<file path="config.mk">
export PLATFORM = sky130hd
export DESIGN_NAME = unsorted_keyed_item_table_unit_flat
export DESIGN_NICKNAME = d
export VERILOG_FILES = /design/src/hdl/ukit_pkg.sv /design/src/hdl/ukit_in_if.sv /design/src/hdl/ukit_out_if.sv /design/src/hdl/ukit_cell.sv /design/src/hdl/ukit_pick.sv /design/src/hdl/unsorted_keyed_item_table_unit.sv /design/src/flat_wrapper.sv
export SDC_FILE = /design/constraint.sdc
export NUM_CORES = 2
export LEC_CHECK = 0
export BUFFER_PORTS_ARGS = -buffer_cell sky130_fd_sc_hd__buf_4
export CORE_MARGIN = 10
export CORE_UTILIZATION = 60
export CTS_BUF_LIST = sky130_fd_sc_hd__clkbuf_16
export DETAILED_ROUTE_END_ITERATION = 8
export GPL_TIMING_DRIVEN = 0
export PLACE_DENSITY = 0.77
export SLEW_MARGIN = 20
export SYNTH_ARGS = -nofsm -noshare
export SYNTH_HDL_FRONTEND = slang
export SYNTH_SLANG_ARGS = --single-unit
</file>
<file path="constraint.sdc">
create_clock -name clk_i -period 10.9 [get_ports clk_i]
set_input_delay 2.18 -clock clk_i [delete_from_list [all_inputs] [get_ports clk_i]]
set_output_delay 2.18 -clock clk_i [all_outputs]
set_load 0.1 [all_outputs]
</file>
<file path="src/hdl/ukit_pkg.sv">
// ----------------------------------------------------------------------------
// ukit_pkg: shared types and constants of the unsorted keyed item table
// Operation and status codes, default sizes and the control word that the
// sequencer hands to every storage cell.
// ----------------------------------------------------------------------------
package ukit_pkg;

  // Default sizes of the table.
  localparam int unsigned CapacityDef    = 16;
  localparam int unsigned KeyBitsDef     = 16;
  localparam int unsigned PayloadBitsDef = 32;

  // Fixed field widths.
  localparam int unsigned KindBits   = 3;
  localparam int unsigned StatusBits = 2;

  // Operation codes carried in the kind field.
  typedef enum logic [KindBits-1:0] {
    KIND_INSERT  = 3'd0,
    KIND_LOOKUP  = 3'd1,
    KIND_DELETE  = 3'd2,
    KIND_CLEAR   = 3'd3,
    KIND_RESTART = 3'd4,
    KIND_NEXT    = 3'd5
  } kind_e;

  // Status codes of a result word.
  typedef enum logic [StatusBits-1:0] {
    STATUS_OK        = 2'd0,
    STATUS_NOT_FOUND = 2'd1,
    STATUS_FULL      = 2'd2,
    STATUS_END       = 2'd3
  } status_e;

  // Control word broadcast to the row of cells.
  typedef struct packed {
    logic cmp_en;   // register the selection flag this cycle
    logic by_key;   // select on key equality
    logic by_idx;   // select on cell position
    logic ins_en;   // shift the row towards the old end
    logic del_en;   // close the gap from the matched cell onwards
  } ukit_ctl_t;

endpackage

</file>
<file path="src/hdl/ukit_in_if.sv">
// ----------------------------------------------------------------------------
// ukit_in_if: request channel of the item table
// Valid/ready channel that carries one operation word.
// ----------------------------------------------------------------------------
interface ukit_in_if
  import ukit_pkg::*;
#(
  parameter int unsigned KEY_BITS     = KeyBitsDef,
  parameter int unsigned PAYLOAD_BITS = PayloadBitsDef
);
  logic                    valid;
  logic                    ready;
  logic [KindBits-1:0]     kind;
  logic [KEY_BITS-1:0]     key;
  logic [PAYLOAD_BITS-1:0] payload;

  modport source (output valid, kind, key, payload, input ready);
  modport sink   (input valid, kind, key, payload, output ready);
endinterface

</file>
<file path="src/hdl/ukit_out_if.sv">
// ----------------------------------------------------------------------------
// ukit_out_if: result channel of the item table
// Valid/ready channel that carries one result word.
// ----------------------------------------------------------------------------
interface ukit_out_if
  import ukit_pkg::*;
#(
  parameter int unsigned KEY_BITS     = KeyBitsDef,
  parameter int unsigned PAYLOAD_BITS = PayloadBitsDef,
  parameter int unsigned CNT_BITS     = $clog2(CapacityDef + 1)
);
  logic                    valid;
  logic                    ready;
  logic [StatusBits-1:0]   status;
  logic                    found;
  logic [KEY_BITS-1:0]     item_key;
  logic [PAYLOAD_BITS-1:0] item_payload;
  logic [CNT_BITS-1:0]     item_count;
  logic                    is_full;

  modport source (output valid, status, found, item_key, item_payload, item_count, is_full,
                  input ready);
  modport sink   (input valid, status, found, item_key, item_payload, item_count, is_full,
                  output ready);
endinterface

</file>
<file path="src/hdl/ukit_cell.sv">
// ----------------------------------------------------------------------------
// ukit_cell: one storage cell of the item table
// Holds one key and payload, compares them with the request and takes the
// contents of a neighbouring cell on insert or delete.
// ----------------------------------------------------------------------------
module ukit_cell
  import ukit_pkg::*;
#(
  parameter int unsigned KEY_BITS     = KeyBitsDef,
  parameter int unsigned PAYLOAD_BITS = PayloadBitsDef,
  parameter int unsigned CNT_BITS     = $clog2(CapacityDef + 1),
  parameter int unsigned IDX          = 0
) (
  input  logic                    clk_i,
  input  logic                    rst_ni,
  input  ukit_ctl_t               ctl_i,
  input  logic [CNT_BITS-1:0]     count_i,
  input  logic [KEY_BITS-1:0]     key_i,
  input  logic [CNT_BITS-1:0]     next_idx_i,
  input  logic                    ge_i,
  input  logic [KEY_BITS-1:0]     prev_key_i,
  input  logic [PAYLOAD_BITS-1:0] prev_payload_i,
  input  logic [KEY_BITS-1:0]     next_key_i,
  input  logic [PAYLOAD_BITS-1:0] next_payload_i,
  output logic [KEY_BITS-1:0]     key_o,
  output logic [PAYLOAD_BITS-1:0] payload_o,
  output logic                    sel_o
);

  localparam logic [CNT_BITS-1:0] IdxC = CNT_BITS'(IDX);

  logic [KEY_BITS-1:0]     key_q;
  logic [PAYLOAD_BITS-1:0] payload_q;
  logic                    sel_q, sel_d;
  logic                    in_use;

  // The cell holds a live item only below the fill count.
  assign in_use = (IdxC < count_i);

  // Selection flag: key match for lookup and delete, position for next item.
  always_comb begin
    sel_d = 1'b0;
    if (ctl_i.by_key) begin
      sel_d = in_use && (key_q == key_i);
    end else if (ctl_i.by_idx) begin
      sel_d = in_use && (IdxC == next_idx_i);
    end
  end

  always_ff @(posedge clk_i or negedge rst_ni) begin
    if (!rst_ni) begin
      sel_q <= 1'b0;
    end else if (ctl_i.cmp_en) begin
      sel_q <= sel_d;
    end
  end

  // Contents move one cell older on insert, one cell newer on delete.
  always_ff @(posedge clk_i) begin
    if (ctl_i.ins_en) begin
      key_q     <= prev_key_i;
      payload_q <= prev_payload_i;
    end else if (ctl_i.del_en && ge_i) begin
      key_q     <= next_key_i;
      payload_q <= next_payload_i;
    end
  end

  assign key_o     = key_q;
  assign payload_o = payload_q;
  assign sel_o     = sel_q;

endmodule

</file>
<file path="src/hdl/ukit_pick.sv">
// ----------------------------------------------------------------------------
// ukit_pick: newest-match selection over the row of cells
// Isolates the lowest selected cell, marks it and every older cell for a
// delete, and gathers the chosen cell's key and payload.
// ----------------------------------------------------------------------------
module ukit_pick
  import ukit_pkg::*;
#(
  parameter int unsigned CAPACITY     = CapacityDef,
  parameter int unsigned KEY_BITS     = KeyBitsDef,
  parameter int unsigned PAYLOAD_BITS = PayloadBitsDef
) (
  input  logic [CAPACITY-1:0]     sel_i,
  input  logic [KEY_BITS-1:0]     keys_i     [CAPACITY],
  input  logic [PAYLOAD_BITS-1:0] payloads_i [CAPACITY],
  output logic                    hit_o,
  output logic [CAPACITY-1:0]     ge_o,
  output logic [KEY_BITS-1:0]     key_o,
  output logic [PAYLOAD_BITS-1:0] payload_o
);

  logic [CAPACITY-1:0] neg;
  logic [CAPACITY-1:0] first;

  // Two's complement of the flags isolates the lowest set bit, and together
  // with the flags covers that bit and everything above it.
  assign neg   = ~sel_i + CAPACITY'(1);
  assign first = sel_i & neg;
  assign ge_o  = sel_i | neg;
  assign hit_o = |sel_i;

  // AND-OR gather of the one selected cell.
  always_comb begin
    key_o     = '0;
    payload_o = '0;
    for (int unsigned i = 0; i < CAPACITY; i++) begin
      key_o     = key_o     | (keys_i[i]     & {KEY_BITS{first[i]}});
      payload_o = payload_o | (payloads_i[i] & {PAYLOAD_BITS{first[i]}});
    end
  end

endmodule

</file>
<file path="src/hdl/unsorted_keyed_item_table_unit.sv">
// ----------------------------------------------------------------------------
// unsorted_keyed_item_table_unit: bounded store of keyed items
// Insert at the front, newest-match lookup and delete, clear, and an
// iterator from newest to oldest, held in a row of shifting cells.
// ----------------------------------------------------------------------------
// Usage
//   in_i carries one operation word (kind, key, payload); out_o returns one
//   result word for each accepted operation, in order.
//   Each operation runs through a compare step and an update step: in the
//   compare step every cell compares its key (or its position, for next
//   item) and registers a flag; in the update step the newest flagged cell
//   is picked, the row shifts for insert or delete and the result word is
//   registered. A new word is taken in the cycle the previous result is
//   registered, not before. The pick and gather across the whole row sets
//   the timing of the update step.
//   Reset empties the store and rewinds the iterator; cell contents are not
//   cleared, as cells at or beyond the fill count are never read.
//   While the receiver stalls, the result word holds; one further operation
//   is taken and compared, and then waits until the output register frees.
// ----------------------------------------------------------------------------
module unsorted_keyed_item_table_unit
  import ukit_pkg::*;
#(
  parameter int unsigned CAPACITY     = CapacityDef,
  parameter int unsigned KEY_BITS     = KeyBitsDef,
  parameter int unsigned PAYLOAD_BITS = PayloadBitsDef
) (
  input  logic        clk_i,
  input  logic        rst_ni,
  ukit_in_if.sink     in_i,
  ukit_out_if.source  out_o
);

  localparam int unsigned CntBits = $clog2(CAPACITY + 1);
  localparam int unsigned IdxBits = $clog2(CAPACITY);
  localparam logic [CntBits-1:0] CapC = CntBits'(CAPACITY);

  // Sequencer states.
  localparam logic [1:0] StIdle = 2'd0;
  localparam logic [1:0] StCmp  = 2'd1;
  localparam logic [1:0] StUpd  = 2'd2;

  logic [1:0]              state_q, state_d;
  logic [KindBits-1:0]     op_kind_q;
  logic [KEY_BITS-1:0]     op_key_q;
  logic [PAYLOAD_BITS-1:0] op_payload_q;
  logic [CntBits-1:0]      count_q, count_d;
  logic [IdxBits-1:0]      iter_pos_q, iter_pos_d;
  logic                    iter_started_q, iter_started_d;

  logic                    out_valid_q;
  logic [StatusBits-1:0]   out_status_q, out_status_d;
  logic                    out_found_q, out_found_d;
  logic [KEY_BITS-1:0]     out_key_q, out_key_d;
  logic [PAYLOAD_BITS-1:0] out_payload_q, out_payload_d;
  logic [CntBits-1:0]      out_count_q;

  logic                    out_free, fire, accept, full;
  logic [CntBits-1:0]      next_idx;
  ukit_ctl_t               ctl;

  logic [KEY_BITS-1:0]     cell_key     [CAPACITY];
  logic [PAYLOAD_BITS-1:0] cell_payload [CAPACITY];
  logic [CAPACITY-1:0]     cell_sel;
  logic [CAPACITY-1:0]     ge;
  logic                    hit;
  logic [KEY_BITS-1:0]     pick_key;
  logic [PAYLOAD_BITS-1:0] pick_payload;

  // Handshake: a new word is taken when idle or as the current one finishes.
  assign out_free   = !out_valid_q || out_o.ready;
  assign fire       = (state_q == StUpd) && out_free;
  assign in_i.ready = (state_q == StIdle) || fire;
  assign accept     = in_i.valid && in_i.ready;
  assign full       = (count_q == CapC);
  assign next_idx   = iter_started_q ? (CntBits'(iter_pos_q) + CntBits'(1)) : '0;

  // Sequencer.
  always_comb begin
    state_d = state_q;
    if (accept) begin
      state_d = StCmp;
    end else if (fire) begin
      state_d = StIdle;
    end else if (state_q == StCmp) begin
      state_d = StUpd;
    end
  end

  always_ff @(posedge clk_i or negedge rst_ni) begin
    if (!rst_ni) begin
      state_q <= StIdle;
    end else begin
      state_q <= state_d;
    end
  end

  // Captured operation word.
  always_ff @(posedge clk_i) begin
    if (accept) begin
      op_kind_q    <= in_i.kind;
      op_key_q     <= in_i.key;
      op_payload_q <= in_i.payload;
    end
  end

  // Control word for the row of cells.
  always_comb begin
    ctl.cmp_en = (state_q == StCmp);
    ctl.by_key = (op_kind_q == KIND_LOOKUP) || (op_kind_q == KIND_DELETE);
    ctl.by_idx = (op_kind_q == KIND_NEXT);
    ctl.ins_en = fire && (op_kind_q == KIND_INSERT) && !full;
    ctl.del_en = fire && (op_kind_q == KIND_DELETE) && hit;
  end

  // Row of cells; cell 0 holds the newest item.
  for (genvar i = 0; i < CAPACITY; i++) begin : g_cell
    logic [KEY_BITS-1:0]     prev_key, next_key;
    logic [PAYLOAD_BITS-1:0] prev_payload, next_payload;

    if (i == 0) begin : g_head
      assign prev_key     = op_key_q;
      assign prev_payload = op_payload_q;
    end else begin : g_body
      assign prev_key     = cell_key[i-1];
      assign prev_payload = cell_payload[i-1];
    end

    if (i == CAPACITY - 1) begin : g_tail
      assign next_key     = cell_key[i];
      assign next_payload = cell_payload[i];
    end else begin : g_link
      assign next_key     = cell_key[i+1];
      assign next_payload = cell_payload[i+1];
    end

    ukit_cell #(
      .KEY_BITS    (KEY_BITS),
      .PAYLOAD_BITS(PAYLOAD_BITS),
      .CNT_BITS    (CntBits),
      .IDX         (i)
    ) u_cell (
      .clk_i         (clk_i),
      .rst_ni        (rst_ni),
      .ctl_i         (ctl),
      .count_i       (count_q),
      .key_i         (op_key_q),
      .next_idx_i    (next_idx),
      .ge_i          (ge[i]),
      .prev_key_i    (prev_key),
      .prev_payload_i(prev_payload),
      .next_key_i    (next_key),
      .next_payload_i(next_payload),
      .key_o         (cell_key[i]),
      .payload_o     (cell_payload[i]),
      .sel_o         (cell_sel[i])
    );
  end

  ukit_pick #(
    .CAPACITY    (CAPACITY),
    .KEY_BITS    (KEY_BITS),
    .PAYLOAD_BITS(PAYLOAD_BITS)
  ) u_pick (
    .sel_i     (cell_sel),
    .keys_i    (cell_key),
    .payloads_i(cell_payload),
    .hit_o     (hit),
    .ge_o      (ge),
    .key_o     (pick_key),
    .payload_o (pick_payload)
  );

  // Result word and next table state.
  always_comb begin
    out_status_d   = STATUS_OK;
    out_found_d    = 1'b0;
    out_key_d      = op_key_q;
    out_payload_d  = op_payload_q;
    count_d        = count_q;
    iter_pos_d     = iter_pos_q;
    iter_started_d = iter_started_q;
    unique case (op_kind_q)
      KIND_INSERT: begin
        if (full) begin
          out_status_d = STATUS_FULL;
        end else begin
          count_d        = count_q + CntBits'(1);
          iter_pos_d     = '0;
          iter_started_d = 1'b0;
        end
      end
      KIND_LOOKUP: begin
        if (hit) begin
          out_found_d   = 1'b1;
          out_key_d     = pick_key;
          out_payload_d = pick_payload;
        end else begin
          out_status_d = STATUS_NOT_FOUND;
        end
      end
      KIND_DELETE: begin
        if (hit) begin
          out_found_d    = 1'b1;
          out_key_d      = pick_key;
          out_payload_d  = pick_payload;
          count_d        = count_q - CntBits'(1);
          iter_pos_d     = '0;
          iter_started_d = 1'b0;
        end else begin
          out_status_d = STATUS_NOT_FOUND;
        end
      end
      KIND_CLEAR: begin
        count_d        = '0;
        iter_pos_d     = '0;
        iter_started_d = 1'b0;
      end
      KIND_RESTART: begin
        iter_pos_d     = '0;
        iter_started_d = 1'b0;
      end
      KIND_NEXT: begin
        if (hit) begin
          out_key_d      = pick_key;
          out_payload_d  = pick_payload;
          iter_pos_d     = next_idx[IdxBits-1:0];
          iter_started_d = 1'b1;
        end else begin
          out_status_d = STATUS_END;
        end
      end
      default: begin
        // Unused kinds echo the request and change nothing.
      end
    endcase
  end

  // Table state registers.
  always_ff @(posedge clk_i or negedge rst_ni) begin
    if (!rst_ni) begin
      count_q        <= '0;
      iter_pos_q     <= '0;
      iter_started_q <= 1'b0;
    end else if (fire) begin
      count_q        <= count_d;
      iter_pos_q     <= iter_pos_d;
      iter_started_q <= iter_started_d;
    end
  end

  // Output register.
  always_ff @(posedge clk_i or negedge rst_ni) begin
    if (!rst_ni) begin
      out_valid_q <= 1'b0;
    end else if (fire) begin
      out_valid_q <= 1'b1;
    end else if (out_o.ready) begin
      out_valid_q <= 1'b0;
    end
  end

  always_ff @(posedge clk_i) begin
    if (fire) begin
      out_status_q  <= out_status_d;
      out_found_q   <= out_found_d;
      out_key_q     <= out_key_d;
      out_payload_q <= out_payload_d;
      out_count_q   <= count_d;
    end
  end

  assign out_o.valid        = out_valid_q;
  assign out_o.status       = out_status_q;
  assign out_o.found        = out_found_q;
  assign out_o.item_key     = out_key_q;
  assign out_o.item_payload = out_payload_q;
  assign out_o.item_count   = out_count_q;
  assign out_o.is_full      = (out_count_q == CapC);

endmodule

</file>
<file path="src/flat_wrapper.sv">
// flat-port wrapper written by rule: the top's interface ports become plain ports
module unsorted_keyed_item_table_unit_flat import ukit_pkg::*;
#(
  parameter int unsigned CAPACITY     = CapacityDef,
  parameter int unsigned KEY_BITS     = KeyBitsDef,
  parameter int unsigned PAYLOAD_BITS = PayloadBitsDef
)
  (clk_i, rst_ni, in_i_valid, in_i_kind, in_i_key, in_i_payload, in_i_ready, out_o_valid, out_o_status, out_o_found, out_o_item_key, out_o_item_payload, out_o_item_count, out_o_is_full, out_o_ready);
  ukit_in_if #(.KEY_BITS(KEY_BITS), .PAYLOAD_BITS(PAYLOAD_BITS)) in_i_i ();
  ukit_out_if #(.KEY_BITS(KEY_BITS), .PAYLOAD_BITS(PAYLOAD_BITS)) out_o_i ();
  input  logic clk_i;
  input  logic rst_ni;
  input wire logic [$bits(in_i_i.valid)-1:0] in_i_valid;
  input wire logic [$bits(in_i_i.kind)-1:0] in_i_kind;
  input wire logic [$bits(in_i_i.key)-1:0] in_i_key;
  input wire logic [$bits(in_i_i.payload)-1:0] in_i_payload;
  output wire logic [$bits(in_i_i.ready)-1:0] in_i_ready;
  output wire logic [$bits(out_o_i.valid)-1:0] out_o_valid;
  output wire logic [$bits(out_o_i.status)-1:0] out_o_status;
  output wire logic [$bits(out_o_i.found)-1:0] out_o_found;
  output wire logic [$bits(out_o_i.item_key)-1:0] out_o_item_key;
  output wire logic [$bits(out_o_i.item_payload)-1:0] out_o_item_payload;
  output wire logic [$bits(out_o_i.item_count)-1:0] out_o_item_count;
  output wire logic [$bits(out_o_i.is_full)-1:0] out_o_is_full;
  input wire logic [$bits(out_o_i.ready)-1:0] out_o_ready;
  assign in_i_i.valid = in_i_valid;
  assign in_i_i.kind = in_i_kind;
  assign in_i_i.key = in_i_key;
  assign in_i_i.payload = in_i_payload;
  assign in_i_ready = in_i_i.ready;
  assign out_o_valid = out_o_i.valid;
  assign out_o_status = out_o_i.status;
  assign out_o_found = out_o_i.found;
  assign out_o_item_key = out_o_i.item_key;
  assign out_o_item_payload = out_o_i.item_payload;
  assign out_o_item_count = out_o_i.item_count;
  assign out_o_is_full = out_o_i.is_full;
  assign out_o_i.ready = out_o_ready;
  unsorted_keyed_item_table_unit #(.CAPACITY(CAPACITY), .KEY_BITS(KEY_BITS), .PAYLOAD_BITS(PAYLOAD_BITS)) u_core (.clk_i(clk_i), .rst_ni(rst_ni), .in_i(in_i_i), .out_o(out_o_i));
endmodule
</file>
==> flow_summary.toml <==
[die]
die-height_um = 295.1
die_area_um2 = 87110
num_rows = 100
die_x_um = 295.1
start_util_pct = 60.81
io_pins = 114
core_area_um2 = 74700

[synth]
syn-cell-area_um2 = 45420
netlist_instances = 4674
netlist.area_leader.share_pct = 57.85
synth_seq_area_share_pct = 59.45
netlist-cell-type-count = 61
synth_area_leaders = "edfxtp_1, nand2_1, a22oi_1, xnor2_1, xor2_1"
synth-main-ff-cell = "edfxtp_1"
yosysMostFrequentCell = "nand2_1"
ys_warn_count = 0
synth_fp_nets = 4733
synth_top_cell_by_area = "edfxtp_1"
synth-seq-cells = 904
async_flop_share_pct = 3.208
syn_avg_cell_area_um2 = 9.718
synth_edf_count = 875
synth_common_cells = "nand2_1, edfxtp_1, a22oi_1"

[critical_path]
crit_arrival_ns = 6.92
endpoint_kind = "register"
worst-setup-path-type = "in -> reg"
crit_path_max_fanout = 64
cp-start-kind = "input port"
cp.required_ns = 11.33

[cells_and_area]
drive_gt1_share_pct = 10.08
syn_to_final_growth_pct = 14.47
fillers = 5638
nets = 4991
layout.cells.non_filler = 5983

[timing]
hold_viol = 0
fin_skew_ns = 0.03574
period_share_pct = 59.53
slew_viol_final = 0
worst_pin_slew_ns = 1.327
post-route-min-period_ns = 6.489
finalSetupViolCount = 0
fin_setup_tns_ns = 0
fmax_mhz = 154.1
rsz0062_at_grt = "no"
relSlewSlack_pct = 11.55

[clocking]
clock_latency_ns = 0.68
clockBufferDepth = 3
clock_sinks = 904
h-tree-depth = 3
ctsResizeCount = 0
cts_made_buffers = 96
ctsRootBufferMaster = "clkbuf_16"
cts_tree = "built"
clk_pin_slew_ns = 0.06
post_cts_buffers = 0
hold_buffers = 0

[placed_design]
hpwl_um = 131200
dp_cells = 5803
gp_congestion = 1.138
numPortBuffers = 113

[detailed_routing]
viasPerCell = 6.716
wire_per_inst_um = 29.98
dr.pass1.iters = 7
post-route-drc-count = 0
ant_nets = 0
vias = 40180
drt_iter0_drc = 6890
wl_um = 179300

[grt]
grt_overflow = 0
grt_max_degree = 65
grt_pass1_vias = 38060
grt_pass1_wl_um = 256300
grt_use_total_pct = 40.55
antenna_found_initial = 3

[power_and_ir_drop]
ir_worst_vdd_mv = 0.1725
p_per_area_nw_per_um2 = 211.2
p_leak_nw = 20.12

[job]
maxCapViolations = 0

[hold_path]
hold_class = "reg -> reg"

[run_status]
status = "finished clean"
==> path summary, 6_finish.rpt <==
| kind | slack, ns | cells after the start | to | start |
|---|---|---|---|---|
| min in group asynchronous | 1.43 | 1 | u_core.count_q[0]$_DFFE_PN0P_ | rst_ni |
| min | 0.48 | 0 | u_core.g_cell[15].u_cell.payload_o[8]$_DFFE_PP_ | u_core.g_cell[14].u_cell.payload_o[8]$_DFFE_PP_ |
| max | 4.41 | 11 | u_core.g_cell[5].u_cell.payload_o[16]$_DFFE_PP_ | out_o_ready |
| max in group asynchronous | 9.15 | 1 | u_core.g_cell[1].u_cell.sel_o$_DFFE_PN0P_ | rst_ni |
| min reg2reg | 0.48 | 0 | u_core.g_cell[15].u_cell.payload_o[8]$_DFFE_PP_ | u_core.g_cell[14].u_cell.payload_o[8]$_DFFE_PP_ |
| max reg2reg | 5.62 | 10 | u_core.g_cell[5].u_cell.payload_o[16]$_DFFE_PP_ | u_core.state_q[0]$_DFFE_PN0P_ |
==> state kept, by name (all words and copies together), names as in the netlist <==
name / flops
u_core.g_cell.u_cell.payload_o: 512
u_core.g_cell.u_cell.key_o: 256
u_core.g_cell.prev_payload: 32
u_core.out_o.item_payload: 32
u_core.g_cell.prev_key: 16
u_core.g_cell.u_cell.sel_o: 16
u_core.out_o.item_key: 16
u_core.count_q: 5
u_core.out_o.item_count: 5
u_core.iter_pos_q: 4
u_core.op_kind_q: 3
u_core.out_o.status: 2
u_core.state_q: 2
u_core.iter_started_q: 1
u_core.out_o.found: 1
u_core.out_o.valid: 1
==> cells by family after synthesis <==
family | Yosys count | synth area share [%]
AO/OA/AOI/OAI | 668 | 10.58
XOR/XNOR | 261 | 5.033
adder cells (fa/ha/maj) | 4 | 0.1102
buffers and inverters | 341 | 3.226
flip-flops | 904 | 59.45
multiplexers | 3 | 0.07162
AND/OR/NAND/NOR | 2493 | 21.54
==> report_power, final <==
part           switching, W  internal (W)
sequential         0.000229       0.00429
combinational       0.00238      0.000759
clock               0.00145       0.00188
total               0.00405       0.00693
==> layer usage <==
layer	share of wire, %	global-route usage (%)	up-vias
li1	-	-	16810
met1	35	51.39	19130
met2	43	59.56	3548
met3	14	12.21	692
met4	7.9	27.63	4
met5	0.014	0	-
==> cell type report <==
| type | count | area, um^2 | area share [%] |
|---|---|---|---|
| inverters | 13 | 53.80 | 0.1035 |
| repair buffers | 160 | 2029 | 3.903 |
| multi-input cells | 3429 | 17140 | 32.96 |
| clock buffers | 99 | 2477 | 4.765 |
| plain buffers | 328 | 1429 | 2.748 |
| diodes | 4 | 10.01 | 0.01925 |
| flip-flops and latches | 904 | 27000 | 51.93 |
| well taps | 969 | 1212 | 2.332 |
| clock inverters | 77 | 644.4 | 1.239 |
==> cell usage in the layout (no fill, tap or decap), types with 5 or more instances in the layout <==
cell / Yosys / final
a31oi_1: 51 / 51
o21ai_4: 0 / 14
nand3_1: 28 / 28
o22ai_1: 47 / 47
nor2_1: 84 / 83
a22oi_1: 238 / 238
buf_8: 0 / 6
nor2b_1: 9 / 9
o221a_2: 46 / 46
o21ai_0: 93 / 79
bufinv_16: 0 / 10
a22o_1: 9 / 9
buf_4: 1 / 114
nor3_1: 25 / 24
buf_12: 0 / 5
inv_1: 11 / 32
edfxtp_1: 875 / 875
and2_1: 6 / 5
buf_1: 25 / 24
clkbuf_16: 0 / 99
xor2_1: 108 / 108
nand2b_1: 9 / 9
clkinv_2: 0 / 17
clkbuf_1: 177 / 170
nand2_1: 2237 / 2236
clkbuf_2: 0 / 7
clkinv_1: 1 / 21
dfrtp_1: 29 / 29
buf_2: 121 / 121
buf_16: 0 / 36
xnor2_1: 153 / 153
nand4_1: 38 / 38
nor4_1: 33 / 32
a21oi_1: 69 / 69
a221oi_1: 96 / 96
==> through the flow <==
stage	utilization (%)	total power, W	worst slack [ns]	hold WS [ns]	area [um^2]
6_report	69.61	0.01098	4.411	0.4848	51990
5_1_grt	69.59	0.01120	4.401	0.4919	51980
4_1_cts	69.58	0.01083	4.580	0.4845	51970
3_5_place_dp	65.40	0.007588	3.893	0.4676	48850
3_3_place_gp	63.57	0.007489	-2.163	0.4616	47480
2_1_floorplan	-	0.006399	3.219	0.4507	45420
==> worst max-delay path: stages <==
cell and delay, ns:
buf_4 0.11, nand2b_1 0.15, nand2b_1 0.31, clkinv_4 0.65
nand2_1 0.72, clkbuf_2 0.70, buf_1 0.95, o21ai_4 0.43
buf_16 0.30, buf_16 0.18, buf_8 0.17
Note: power is estimated with default switching activity, not from simulation.
